--- config.mk ---
export PLATFORM = sky130hd
export DESIGN_NAME = pad_input_qualifier_autorepeat_top_flat
export DESIGN_NICKNAME = d
export VERILOG_FILES = /design/src/design/piqa_pkg.sv /design/src/design/piqa_in_if.sv /design/src/design/piqa_out_if.sv /design/src/design/piqa_ram.sv /design/src/design/pad_input_qualifier_autorepeat_top.sv /design/src/flat_wrapper.sv
export SDC_FILE = /design/constraint.sdc
export NUM_CORES = 1
export LEC_CHECK = 0
export BUFFER_PORTS_ARGS = -buffer_cell sky130_fd_sc_hd__clkbuf_2
export CORE_ASPECT_RATIO = 1.75
export CORE_MARGIN = 2
export CORE_UTILIZATION = 55
export DETAILED_ROUTE_END_ITERATION = 6
export PLACE_DENSITY = 0.81
export SYNTH_ARGS = -nofsm -noshare
export SYNTH_HDL_FRONTEND = slang
export SYNTH_HIERARCHICAL = 1
export SYNTH_SLANG_ARGS = --single-unit
--- constraint.sdc ---
create_clock -name clk_i -period 6.96 [get_ports clk_i]
set_clock_uncertainty 0.05 [all_clocks]
set_input_delay 0.348 -clock clk_i [delete_from_list [all_inputs] [get_ports clk_i]]
set_output_delay 0.348 -clock clk_i [all_outputs]
set_load 0.1 [all_outputs]
--- src/design/piqa_pkg.sv ---
`timescale 1ns / 1ps
// ----------------------------------------------------------------------------
// Pad input qualifier package
// Shared types, register indexes, reset values and axis compare helpers.
// ----------------------------------------------------------------------------
package piqa_pkg;

  localparam int unsigned BUTTON_W   = 16;
  localparam int unsigned AXIS_W     = 16;
  localparam int unsigned PULL_W     = 8;
  localparam int unsigned STICK_TH_W = 15;
  localparam int unsigned TRIG_TH_W  = 8;
  localparam int unsigned REP_CFG_W  = 16;
  localparam int unsigned CFG_DATA_W = 16;
  localparam int unsigned CFG_IDX_W  = 2;
  localparam int unsigned HELD_OUT_W = 26;
  localparam int unsigned REP_OUT_W  = 24;
  localparam int unsigned FIRST_W    = 5;
  // Wide enough for channel numbers up to 63.
  localparam int unsigned CH_NUM_W   = 6;
  localparam int unsigned STICK_CH   = 8;
  localparam int unsigned TRIG_CH    = 2;

  localparam logic [STICK_TH_W-1:0] STICK_TH_RST  = 15'd16384;
  localparam logic [TRIG_TH_W-1:0]  TRIG_TH_RST   = 8'd127;
  localparam logic [REP_CFG_W-1:0]  REP_DELAY_RST = 16'd30;
  localparam logic [REP_CFG_W-1:0]  REP_IVL_RST   = 16'd5;

  typedef enum logic [CFG_IDX_W-1:0] {
    CFG_STICK_TH  = 2'd0,
    CFG_TRIG_TH   = 2'd1,
    CFG_REP_DELAY = 2'd2,
    CFG_REP_IVL   = 2'd3
  } cfg_idx_e;

  typedef enum logic [2:0] {
    ST_IDLE,
    ST_READ,
    ST_CALC,
    ST_DIV,
    ST_DONE
  } state_e;

  // Axis at or above +threshold.
  function automatic logic axis_hi(logic signed [AXIS_W-1:0] a,
                                   logic [STICK_TH_W-1:0] t);
    return $signed({a[AXIS_W-1], a}) >= $signed({2'b00, t});
  endfunction

  // Axis at or below -threshold.
  function automatic logic axis_lo(logic signed [AXIS_W-1:0] a,
                                   logic [STICK_TH_W-1:0] t);
    return $signed({a[AXIS_W-1], a}) <= -$signed({2'b00, t});
  endfunction

endpackage

--- src/design/piqa_in_if.sv ---
`timescale 1ns / 1ps
// ----------------------------------------------------------------------------
// Pad input qualifier input channel
// One sampled controller frame per item, valid/ready handshake.
// ----------------------------------------------------------------------------
interface piqa_in_if;
  logic                                   valid;
  logic                                   ready;
  logic        [piqa_pkg::BUTTON_W-1:0]   button_bits;
  logic signed [piqa_pkg::AXIS_W-1:0]     left_x;
  logic signed [piqa_pkg::AXIS_W-1:0]     left_y;
  logic signed [piqa_pkg::AXIS_W-1:0]     right_x;
  logic signed [piqa_pkg::AXIS_W-1:0]     right_y;
  logic        [piqa_pkg::PULL_W-1:0]     left_pull;
  logic        [piqa_pkg::PULL_W-1:0]     right_pull;

  modport source (output valid, button_bits, left_x, left_y, right_x, right_y,
                  left_pull, right_pull, input ready);
  modport sink   (input valid, button_bits, left_x, left_y, right_x, right_y,
                  left_pull, right_pull, output ready);
endinterface

--- src/design/piqa_out_if.sv ---
`timescale 1ns / 1ps
// ----------------------------------------------------------------------------
// Pad input qualifier output channel
// One qualified result per frame, valid/ready handshake.
// ----------------------------------------------------------------------------
interface piqa_out_if;
  logic                                valid;
  logic                                ready;
  logic [piqa_pkg::HELD_OUT_W-1:0]     held_mask;
  logic [piqa_pkg::HELD_OUT_W-1:0]     press_mask;
  logic [piqa_pkg::HELD_OUT_W-1:0]     release_mask;
  logic [piqa_pkg::REP_OUT_W-1:0]      repeat_mask;
  logic [piqa_pkg::FIRST_W-1:0]        first_active;
  logic                                any_active;

  modport source (output valid, held_mask, press_mask, release_mask, repeat_mask,
                  first_active, any_active, input ready);
  modport sink   (input valid, held_mask, press_mask, release_mask, repeat_mask,
                  first_active, any_active, output ready);
endinterface

--- src/design/piqa_ram.sv ---
`timescale 1ns / 1ps
// ----------------------------------------------------------------------------
// Pad input qualifier RAM
// Generic one-write, one-read memory with registered read data.
// ----------------------------------------------------------------------------
module piqa_ram #(
  parameter int unsigned WIDTH = 16,
  parameter int unsigned DEPTH = 24
) (
  input  logic                     clk_i,
  input  logic                     we_i,
  input  logic [$clog2(DEPTH)-1:0] waddr_i,
  input  logic [WIDTH-1:0]         wdata_i,
  input  logic                     re_i,
  input  logic [$clog2(DEPTH)-1:0] raddr_i,
  output logic [WIDTH-1:0]         rdata_o
);

  logic [WIDTH-1:0] mem_q [DEPTH];
  logic [WIDTH-1:0] rdata_q;

  always_ff @(posedge clk_i) begin
    if (we_i) begin
      mem_q[waddr_i] <= wdata_i;
    end
    if (re_i) begin
      rdata_q <= mem_q[raddr_i];
    end
  end

  assign rdata_o = rdata_q;

endmodule

--- src/design/pad_input_qualifier_autorepeat_top.sv ---
`timescale 1ns / 1ps
// ----------------------------------------------------------------------------
// Pad input qualifier with auto-repeat
// Turns gamepad frames into held, press, release and typematic repeat masks.
// ----------------------------------------------------------------------------
// Each item is one controller frame. The block qualifies BUTTON_COUNT buttons,
// eight stick directions and two triggers, then walks the BUTTON_COUNT + 8
// hold counters one per cycle, when no division is running, through a single
// counter RAM. The repeat phase (count - delay) mod interval comes from one
// shared restoring divider that retires one bit per cycle. An item therefore
// occupies the block for one pass over the counters, plus one division for
// every channel whose hold count is above repeat_delay. The input is ready
// only between items; a finished result sits in an output register, so the
// next item can be taken while it waits. Hold counters need no clearing after
// reset: a counter is read as zero whenever its channel was not held on the
// previous frame.
module pad_input_qualifier_autorepeat_top #(
  parameter int unsigned BUTTON_COUNT = 16,
  parameter int unsigned COUNT_WIDTH  = 16
) (
  input  logic                                clk_i,
  input  logic                                rst_ni,
  piqa_in_if.sink                             in_i,
  piqa_out_if.source                          out_o,
  input  logic                                cfg_we_i,
  input  logic [piqa_pkg::CFG_IDX_W-1:0]      cfg_idx_i,
  input  logic [piqa_pkg::CFG_DATA_W-1:0]     cfg_wdata_i
);

  localparam int unsigned REP_CH  = BUTTON_COUNT + piqa_pkg::STICK_CH;
  localparam int unsigned ALL_CH  = REP_CH + piqa_pkg::TRIG_CH;
  localparam int unsigned HELD_W  = (ALL_CH > piqa_pkg::HELD_OUT_W) ?
                                    ALL_CH : piqa_pkg::HELD_OUT_W;
  localparam int unsigned REP_W   = (REP_CH > piqa_pkg::REP_OUT_W) ?
                                    REP_CH : piqa_pkg::REP_OUT_W;
  localparam int unsigned IDX_W   = $clog2(REP_CH);
  localparam int unsigned CMP_W   = (COUNT_WIDTH > piqa_pkg::REP_CFG_W) ?
                                    COUNT_WIDTH : piqa_pkg::REP_CFG_W;
  localparam int unsigned BIT_W   = $clog2(COUNT_WIDTH);
  localparam int unsigned LIVE_BT = (BUTTON_COUNT < piqa_pkg::BUTTON_W) ?
                                    BUTTON_COUNT : piqa_pkg::BUTTON_W;

  // Configuration registers.
  logic [piqa_pkg::STICK_TH_W-1:0] stick_th_q;
  logic [piqa_pkg::TRIG_TH_W-1:0]  trig_th_q;
  logic [piqa_pkg::REP_CFG_W-1:0]  delay_q;
  logic [piqa_pkg::REP_CFG_W-1:0]  ivl_q;

  always_ff @(posedge clk_i or negedge rst_ni) begin
    if (!rst_ni) begin
      stick_th_q <= piqa_pkg::STICK_TH_RST;
      trig_th_q  <= piqa_pkg::TRIG_TH_RST;
      delay_q    <= piqa_pkg::REP_DELAY_RST;
      ivl_q      <= piqa_pkg::REP_IVL_RST;
    end else if (cfg_we_i) begin
      unique case (piqa_pkg::cfg_idx_e'(cfg_idx_i))
        piqa_pkg::CFG_STICK_TH:  stick_th_q <= cfg_wdata_i[piqa_pkg::STICK_TH_W-1:0];
        piqa_pkg::CFG_TRIG_TH:   trig_th_q  <= cfg_wdata_i[piqa_pkg::TRIG_TH_W-1:0];
        piqa_pkg::CFG_REP_DELAY: delay_q    <= cfg_wdata_i;
        piqa_pkg::CFG_REP_IVL:   ivl_q      <= cfg_wdata_i;
        default: ;
      endcase
    end
  end

  // Frame qualification, evaluated on the accepted item.
  logic [HELD_W-1:0]             held_in;
  logic [piqa_pkg::CH_NUM_W-1:0] first_in;

  always_comb begin
    held_in = '0;
    held_in[LIVE_BT-1:0] = in_i.button_bits[LIVE_BT-1:0];
    held_in[BUTTON_COUNT + 0] = piqa_pkg::axis_hi(in_i.left_y,  stick_th_q);
    held_in[BUTTON_COUNT + 1] = piqa_pkg::axis_lo(in_i.left_y,  stick_th_q);
    held_in[BUTTON_COUNT + 2] = piqa_pkg::axis_hi(in_i.left_x,  stick_th_q);
    held_in[BUTTON_COUNT + 3] = piqa_pkg::axis_lo(in_i.left_x,  stick_th_q);
    held_in[BUTTON_COUNT + 4] = piqa_pkg::axis_hi(in_i.right_y, stick_th_q);
    held_in[BUTTON_COUNT + 5] = piqa_pkg::axis_lo(in_i.right_y, stick_th_q);
    held_in[BUTTON_COUNT + 6] = piqa_pkg::axis_hi(in_i.right_x, stick_th_q);
    held_in[BUTTON_COUNT + 7] = piqa_pkg::axis_lo(in_i.right_x, stick_th_q);
    held_in[REP_CH]     = in_i.left_pull  > trig_th_q;
    held_in[REP_CH + 1] = in_i.right_pull > trig_th_q;
  end

  always_comb begin
    first_in = '0;
    for (int i = ALL_CH - 1; i >= 0; i--) begin
      if (held_in[i]) begin
        first_in = piqa_pkg::CH_NUM_W'(i);
      end
    end
  end

  // Sequencer and datapath registers.
  piqa_pkg::state_e              state_q, state_d;
  logic [IDX_W-1:0]              idx_q, idx_d;
  logic [REP_W-1:0]              rep_q, rep_d;
  logic [piqa_pkg::REP_CFG_W-1:0] rem_q, rem_d;
  logic [COUNT_WIDTH-1:0]        dvd_q, dvd_d;
  logic [BIT_W-1:0]              bit_q, bit_d;
  logic [HELD_W-1:0]             held_q, prev_q;
  logic [piqa_pkg::CH_NUM_W-1:0] first_q;
  logic                          out_valid_q;

  logic                          in_acc;
  logic                          load_out;
  logic                          ch_done;
  logic                          ch_rep;
  logic                          ram_we;
  logic                          ram_re;
  logic [IDX_W-1:0]              ram_raddr;
  logic [COUNT_WIDTH-1:0]        ram_rdata;
  logic [COUNT_WIDTH-1:0]        cnt_old;
  logic [COUNT_WIDTH-1:0]        cnt_new;
  logic [CMP_W-1:0]              cnt_ext;
  logic [CMP_W-1:0]              dly_ext;
  logic [CMP_W-1:0]              diff_ext;
  logic [piqa_pkg::REP_CFG_W-1:0] ivl_eff;
  logic [piqa_pkg::REP_CFG_W:0]  trial;
  logic [piqa_pkg::REP_CFG_W:0]  shifted;

  assign in_i.ready = (state_q == piqa_pkg::ST_IDLE);
  assign in_acc     = in_i.valid && in_i.ready;
  assign ivl_eff    = (ivl_q == '0) ? piqa_pkg::REP_CFG_W'(1) : ivl_q;

  // The previous held bit doubles as the counter's valid bit.
  assign cnt_old  = prev_q[idx_q] ? ram_rdata : '0;
  assign cnt_new  = !held_q[idx_q] ? '0 :
                    (&cnt_old) ? cnt_old : cnt_old + COUNT_WIDTH'(1);
  assign cnt_ext  = CMP_W'(cnt_new);
  assign dly_ext  = CMP_W'(delay_q);
  assign diff_ext = cnt_ext - dly_ext;

  // Restoring divider step: one remainder bit per cycle.
  assign shifted = {rem_q, dvd_q[COUNT_WIDTH-1]};
  assign trial   = shifted - {1'b0, ivl_eff};

  always_comb begin
    state_d   = state_q;
    idx_d     = idx_q;
    rep_d     = rep_q;
    rem_d     = rem_q;
    dvd_d     = dvd_q;
    bit_d     = bit_q;
    ram_we    = 1'b0;
    ram_re    = 1'b0;
    ram_raddr = idx_q;
    load_out  = 1'b0;
    ch_done   = 1'b0;
    ch_rep    = 1'b0;

    unique case (state_q)
      piqa_pkg::ST_IDLE: begin
        if (in_acc) begin
          idx_d   = '0;
          rep_d   = '0;
          state_d = piqa_pkg::ST_READ;
        end
      end
      piqa_pkg::ST_READ: begin
        ram_re  = 1'b1;
        state_d = piqa_pkg::ST_CALC;
      end
      piqa_pkg::ST_CALC: begin
        ram_we = 1'b1;
        if (cnt_ext > dly_ext) begin
          rem_d   = '0;
          dvd_d   = diff_ext[COUNT_WIDTH-1:0];
          bit_d   = BIT_W'(COUNT_WIDTH - 1);
          state_d = piqa_pkg::ST_DIV;
        end else begin
          ch_done = 1'b1;
          ch_rep  = (cnt_new == COUNT_WIDTH'(1));
        end
      end
      piqa_pkg::ST_DIV: begin
        rem_d = trial[piqa_pkg::REP_CFG_W] ? shifted[piqa_pkg::REP_CFG_W-1:0]
                                           : trial[piqa_pkg::REP_CFG_W-1:0];
        dvd_d = dvd_q << 1;
        bit_d = bit_q - BIT_W'(1);
        if (bit_q == '0) begin
          ch_done = 1'b1;
          ch_rep  = (rem_d == '0);
        end
      end
      piqa_pkg::ST_DONE: begin
        if (!out_valid_q || out_o.ready) begin
          load_out = 1'b1;
          state_d  = piqa_pkg::ST_IDLE;
        end
      end
      default: state_d = piqa_pkg::ST_IDLE;
    endcase

    // Finish a channel and prefetch the next counter.
    if (ch_done) begin
      rep_d[idx_q] = ch_rep;
      if (idx_q == IDX_W'(REP_CH - 1)) begin
        state_d = piqa_pkg::ST_DONE;
      end else begin
        idx_d     = idx_q + IDX_W'(1);
        ram_re    = 1'b1;
        ram_raddr = idx_q + IDX_W'(1);
        state_d   = piqa_pkg::ST_CALC;
      end
    end
  end

  piqa_ram #(
    .WIDTH (COUNT_WIDTH),
    .DEPTH (REP_CH)
  ) u_cnt_ram (
    .clk_i   (clk_i),
    .we_i    (ram_we),
    .waddr_i (idx_q),
    .wdata_i (cnt_new),
    .re_i    (ram_re),
    .raddr_i (ram_raddr),
    .rdata_o (ram_rdata)
  );

  always_ff @(posedge clk_i or negedge rst_ni) begin
    if (!rst_ni) begin
      state_q     <= piqa_pkg::ST_IDLE;
      prev_q      <= '0;
      out_valid_q <= 1'b0;
    end else begin
      state_q <= state_d;
      if (load_out) begin
        prev_q      <= held_q;
        out_valid_q <= 1'b1;
      end else if (out_o.ready) begin
        out_valid_q <= 1'b0;
      end
    end
  end

  always_ff @(posedge clk_i) begin
    idx_q <= idx_d;
    rep_q <= rep_d;
    rem_q <= rem_d;
    dvd_q <= dvd_d;
    bit_q <= bit_d;
    if (in_acc) begin
      held_q  <= held_in;
      first_q <= first_in;
    end
  end

  // Output register.
  logic [HELD_W-1:0] press_w;
  logic [HELD_W-1:0] release_w;

  assign press_w   = held_q & ~prev_q;
  assign release_w = prev_q & ~held_q;

  always_ff @(posedge clk_i) begin
    if (load_out) begin
      out_o.held_mask    <= held_q[piqa_pkg::HELD_OUT_W-1:0];
      out_o.press_mask   <= press_w[piqa_pkg::HELD_OUT_W-1:0];
      out_o.release_mask <= release_w[piqa_pkg::HELD_OUT_W-1:0];
      out_o.repeat_mask  <= rep_q[piqa_pkg::REP_OUT_W-1:0];
      out_o.first_active <= first_q[piqa_pkg::FIRST_W-1:0];
      out_o.any_active   <= |held_q;
    end
  end

  assign out_o.valid = out_valid_q;

  // Checks.
  a_accept_starts: assert property (@(posedge clk_i) disable iff (!rst_ni)
    in_acc |=> state_q == piqa_pkg::ST_READ)
    else $error("accepted item did not start the counter walk");

  a_edges_disjoint: assert property (@(posedge clk_i) disable iff (!rst_ni)
    out_valid_q |-> (out_o.press_mask & out_o.release_mask) == '0)
    else $error("press and release set on the same channel");

  a_press_held: assert property (@(posedge clk_i) disable iff (!rst_ni)
    out_valid_q |-> (out_o.press_mask & ~out_o.held_mask) == '0)
    else $error("press reported on a channel that is not held");

  a_any_active: assert property (@(posedge clk_i) disable iff (!rst_ni)
    (out_valid_q && out_o.held_mask != '0) |-> out_o.any_active)
    else $error("held channel without any_active");

  a_load_done: assert property (@(posedge clk_i) disable iff (!rst_ni)
    load_out |=> out_valid_q && state_q == piqa_pkg::ST_IDLE)
    else $error("result load did not present the item");

endmodule
--- src/flat_wrapper.sv ---
// flat-port wrapper written by rule: the top's interface ports become plain ports
module pad_input_qualifier_autorepeat_top_flat 
#(
  parameter int unsigned BUTTON_COUNT = 16,
  parameter int unsigned COUNT_WIDTH  = 16
)
  (clk_i, rst_ni, cfg_we_i, cfg_idx_i, cfg_wdata_i, in_i_valid, in_i_button_bits, in_i_left_x, in_i_left_y, in_i_right_x, in_i_right_y, in_i_left_pull, in_i_right_pull, in_i_ready, out_o_valid, out_o_held_mask, out_o_press_mask, out_o_release_mask, out_o_repeat_mask, out_o_first_active, out_o_any_active, out_o_ready);
  piqa_in_if in_i_i ();
  piqa_out_if out_o_i ();
  input  logic clk_i;
  input  logic rst_ni;
  input  logic cfg_we_i;
  input  logic [piqa_pkg::CFG_IDX_W-1:0] cfg_idx_i;
  input  logic [piqa_pkg::CFG_DATA_W-1:0] cfg_wdata_i;
  input wire logic [$bits(in_i_i.valid)-1:0] in_i_valid;
  input wire logic [$bits(in_i_i.button_bits)-1:0] in_i_button_bits;
  input wire logic [$bits(in_i_i.left_x)-1:0] in_i_left_x;
  input wire logic [$bits(in_i_i.left_y)-1:0] in_i_left_y;
  input wire logic [$bits(in_i_i.right_x)-1:0] in_i_right_x;
  input wire logic [$bits(in_i_i.right_y)-1:0] in_i_right_y;
  input wire logic [$bits(in_i_i.left_pull)-1:0] in_i_left_pull;
  input wire logic [$bits(in_i_i.right_pull)-1:0] in_i_right_pull;
  output wire logic [$bits(in_i_i.ready)-1:0] in_i_ready;
  output wire logic [$bits(out_o_i.valid)-1:0] out_o_valid;
  output wire logic [$bits(out_o_i.held_mask)-1:0] out_o_held_mask;
  output wire logic [$bits(out_o_i.press_mask)-1:0] out_o_press_mask;
  output wire logic [$bits(out_o_i.release_mask)-1:0] out_o_release_mask;
  output wire logic [$bits(out_o_i.repeat_mask)-1:0] out_o_repeat_mask;
  output wire logic [$bits(out_o_i.first_active)-1:0] out_o_first_active;
  output wire logic [$bits(out_o_i.any_active)-1:0] out_o_any_active;
  input wire logic [$bits(out_o_i.ready)-1:0] out_o_ready;
  assign in_i_i.valid = in_i_valid;
  assign in_i_i.button_bits = in_i_button_bits;
  assign in_i_i.left_x = in_i_left_x;
  assign in_i_i.left_y = in_i_left_y;
  assign in_i_i.right_x = in_i_right_x;
  assign in_i_i.right_y = in_i_right_y;
  assign in_i_i.left_pull = in_i_left_pull;
  assign in_i_i.right_pull = in_i_right_pull;
  assign in_i_ready = in_i_i.ready;
  assign out_o_valid = out_o_i.valid;
  assign out_o_held_mask = out_o_i.held_mask;
  assign out_o_press_mask = out_o_i.press_mask;
  assign out_o_release_mask = out_o_i.release_mask;
  assign out_o_repeat_mask = out_o_i.repeat_mask;
  assign out_o_first_active = out_o_i.first_active;
  assign out_o_any_active = out_o_i.any_active;
  assign out_o_i.ready = out_o_ready;
  pad_input_qualifier_autorepeat_top #(.BUTTON_COUNT(BUTTON_COUNT), .COUNT_WIDTH(COUNT_WIDTH)) u_core (.clk_i(clk_i), .rst_ni(rst_ni), .in_i(in_i_i), .out_o(out_o_i), .cfg_we_i(cfg_we_i), .cfg_idx_i(cfg_idx_i), .cfg_wdata_i(cfg_wdata_i));
endmodule
==> results.yml <==
outcome:
  run_status: "completed"
logic_synthesis:
  ys_async_sr_fraction_pct: 12.34
  synth_sequential_area_ratio_pct: 61.08
  synth_xor_area_share_pct: 1.629
  syn_area_um2: 32730
  synth_mux_area_share_pct: 9.492
  synth-edff-count: 575
  yosys_register_bits: 689
  synth_most_common_cell: "edfxtp_1"
  synth_top_cell_by_area: "edfxtp_1"
  synth-compound-area-share_pct: 8.563
  synth_flop_cell: "edfxtp_1"
  synth_top_family_by_area: "simple AND/OR/NAND/NOR gates"
  ys_top_cells_by_area: "edfxtp_1 53%, ha_1 6.6%, dfrtp_1 5.4%"
  synth_fa_ha_area_share_pct: 6.766
  syn_area_per_cell_um2: 13.83
  yosys.area_share.simple_pct: 9.989
  syn_nets: 2660
  syn_inst: 2366
  synthTopCellsByCount: "575 x edfxtp_1, 196 x nand2_1, 173 x ha_1"
  ys_warn_count: 6
  yosys.area.top_type_share_pct: 52.75
  synth_cell_types: 96
timing:
  hold_viol: 0
  setup_slack_ns: 0.1953
  fmax_mhz: 147.8
  period_needed_ns: 6.765
  fin_crit_sh_pct: 97.19
  final_max_slew_viol_count: 0
  worst_pin_slew_ns: 1.282
  maxSlewHeadroom_pct: 14.47
  setup_viol: 0
global_routing:
  grt_pass1_vias: 22627
  grt_overflow: 0
  antenna_found_initial: 1
  grt_pass1_wl_um: 128400
  grt_max_degree: 81
  grt.total_usage_pct: 27.41
power_and_ir_drop:
  power.density_nw_per_um2: 425.9
  ir_drop_uv: 290.5
  cellLeakagePower_uw: 0.01462
  p_total_uw: 16080
worst_setup_path:
  critPathBufInv: 5
  path_max_fanout: 10
  endpoint_kind: "register"
  slowest_stage: "mux4_2"
  cp_top_family: "compound AO/OA/AOI/OAI gates"
  cp_slowest_stage_delay_ns: 0.49
  critical_path_class: "register to register"
  arrival_ns: 7.07
  required_ns: 7.26
  cp-start-kind: "register"
cts:
  htreeDepth: 2
  cts_tree: "yes"
  clk_pin_slew_worst_paths_ns: 0.07
  root_buffer: "clkbuf_16"
  clock-sinks: 689
  cts_made_buffers: 56
  insertion_delay_ns: 0.63
  ctsLongestPathBuffers: 3
route:
  drt_first_pass_iters: 7
  wl_met3_um: 5461
  num_vias: 22194
  drt-met1-wl_um: 29050
  drc: 0
  antenna_left: 0
  initialDrtViolationCount: 2194
  detailroute.wirelength.met2_um: 46980
  wl_per_cell_um: 24.80
  drt-vias-per-instance: 6.319
  top_layer: "met4"
  wl_um: 87110
final_layout:
  syn_to_final_growth_pct: 15.37
  drive_above_1_share_pct: 23.29
  design_area_um2: 37760
  fin_util_pct: 63.94
  nNetsFinal: 2983
floorplan:
  dieArea_um2: 61550
  core-area_um2: 59060
  die_w_um: 188.4
  start_util_pct: 55.42
  rows: 118
  pin_count: 229
  fp.dieH_um: 326.7
place:
  gp_congestion: 0.9967
  hpwlAfterDp_um: 63060
  placed_area_um2: 35230
  detailedPlace.worstSlack_ns: -0.06189
  portBuffers: 228
hold_path:
  hold_class: "input pin to asynchronous set/reset pin"
flow_run:
  cap_violations: 0
[report_power, final]
group          switching [uW]  total, uW  internal (uW)
Clock                    1480       3140           1670
Sequential                365       5860           5490
Combinational            4040       7080           3040
[metrics by stage]
stage	instances	setup TNS, ns	hold slack [ns]
floorplan	2366	0	0.002409
global route	3512	-0.8097	0.03728
CTS	3486	0	0.02560
global placement	3361	0	0.1293
detailed placement	3361	-0.06440	0.1314
finish	3512	0	0.04680
[worst paths after layout]
path,from,to,slack (ns),depth (start not counted)
max,u_core/prev_q[5]$_DFFE_PN0P_,u_core/u_cnt_ram/rdata_o[5]$_DFFE_PP_,0.20,30
min,rst_ni,u_core/prev_q[8]$_DFFE_PN0P_,0.05,2
max reg2reg,u_core/prev_q[5]$_DFFE_PN0P_,u_core/u_cnt_ram/rdata_o[5]$_DFFE_PP_,0.20,30
min reg2reg,u_core/first_q[2]$_SDFFCE_PP0P_,u_core/out_o.first_active[2]$_DFFE_PP_,0.37,0
max in group asynchronous,rst_ni,u_core/stick_th_q[4]$_DFFE_PN0P_,5.60,3
min in group clk_i,cfg_wdata_i[7],u_core/stick_th_q[7]$_DFFE_PN0P_,0.05,3
[cell type report]
| class | instances | area, um2 |
|---|---|---|
| Antenna cell | 1 | 2.502 |
| Clock buffer | 76 | 1602 |
| Clock inverter | 24 | 211.5 |
| Fill cell | 4214 | 21300 |
| Inverter | 98 | 376.6 |
| Multi-Input combinational cell | 1494 | 12170 |
| Sequential cell | 689 | 20000 |
| Tap cell | 780 | 975.9 |
| Timing Repair Buffer | 350 | 2424 |
[per-layer routing]
layer | up-vias | global-route usage [%]
met5 | - | 0
met2 | 1205 | 51.57
met1 | 10970 | 29.35
met3 | 310 | 3.438
li1 | 9709 | -
met4 | 0 | 15.61
[cell usage in the layout (no fill, tap or decap), types with 17 or more instances in the layout]
cell / netlist / layout
edfxtp_1: 575 / 575
clkbuf_2: 0 / 227
nand2_1: 196 / 196
ha_1: 173 / 171
nor2_1: 136 / 111
inv_1: 96 / 95
mux2i_1: 94 / 90
mux4_2: 73 / 73
a21oi_1: 75 / 73
buf_4: 9 / 72
dfrtp_1: 71 / 71
nor2b_1: 72 / 70
nand3_1: 66 / 65
clkbuf_16: 0 / 63
o21ai_0: 59 / 57
mux2_2: 44 / 44
xnor2_1: 37 / 35
nor3_1: 32 / 30
a21o_1: 28 / 27
nor2_2: 1 / 26
dfxtp_1: 29 / 26
dlygate4sd3_1: 0 / 25
nand2b_1: 25 / 25
nand4_1: 25 / 25
a31oi_1: 24 / 24
nor4_1: 24 / 23
xor2_1: 22 / 22
a41o_1: 19 / 19
a22oi_1: 18 / 17
a2bb2oi_1: 17 / 17
[state kept, by name (all words and copies together) (netlist names)]
register and flops:
u_core/out_o.any_active 1, u_core/out_o.repeat_mask 24, u_core/out_o.held_mask 26, u_core/prev_q 26
u_core/rep_q 24, u_core/state_q 3, u_core/ivl_q 16, u_core/first_q 5
u_core/idx_q 5, u_core/delay_q 16, u_core/u_cnt_ram/rdata_o 16, u_core/held_q 26
u_core/stick_th_q 15, u_core/dvd_q 16, u_core/out_o.valid 1, u_core/rem_q 16
u_core/trig_th_q 8, u_core/out_o.release_mask 26, u_core/out_o.press_mask 26, u_core/u_cnt_ram/mem_q 384
u_core/out_o.first_active 5, u_core/bit_q 4
[cells by family (layout without fill, tap and decap cells)]
| family | after synthesis | in the layout |
|---|---|---|
| fa+ha+maj | 176 | 176 |
| simple gates | 658 | 658 |
| xor+xnor | 60 | 60 |
| mux | 213 | 213 |
| flops | 689 | 689 |
| other cells | 0 | 1 |
| compound gates | 387 | 387 |
| buf+inv | 183 | 548 |
[what timing repair did]
item | 4_1_cts | 5_1_grt
endpoints found under the setup margin | 6 | 16
gates cloned | 0 | 3
gates resized for setup | 4 | 40
setup buffers | 0 | 22
hold buffers | 25 | 0
pin swaps | 0 | 8
hold endpoints to repair | 44 | 0
Power figures use the tool's default switching activity.
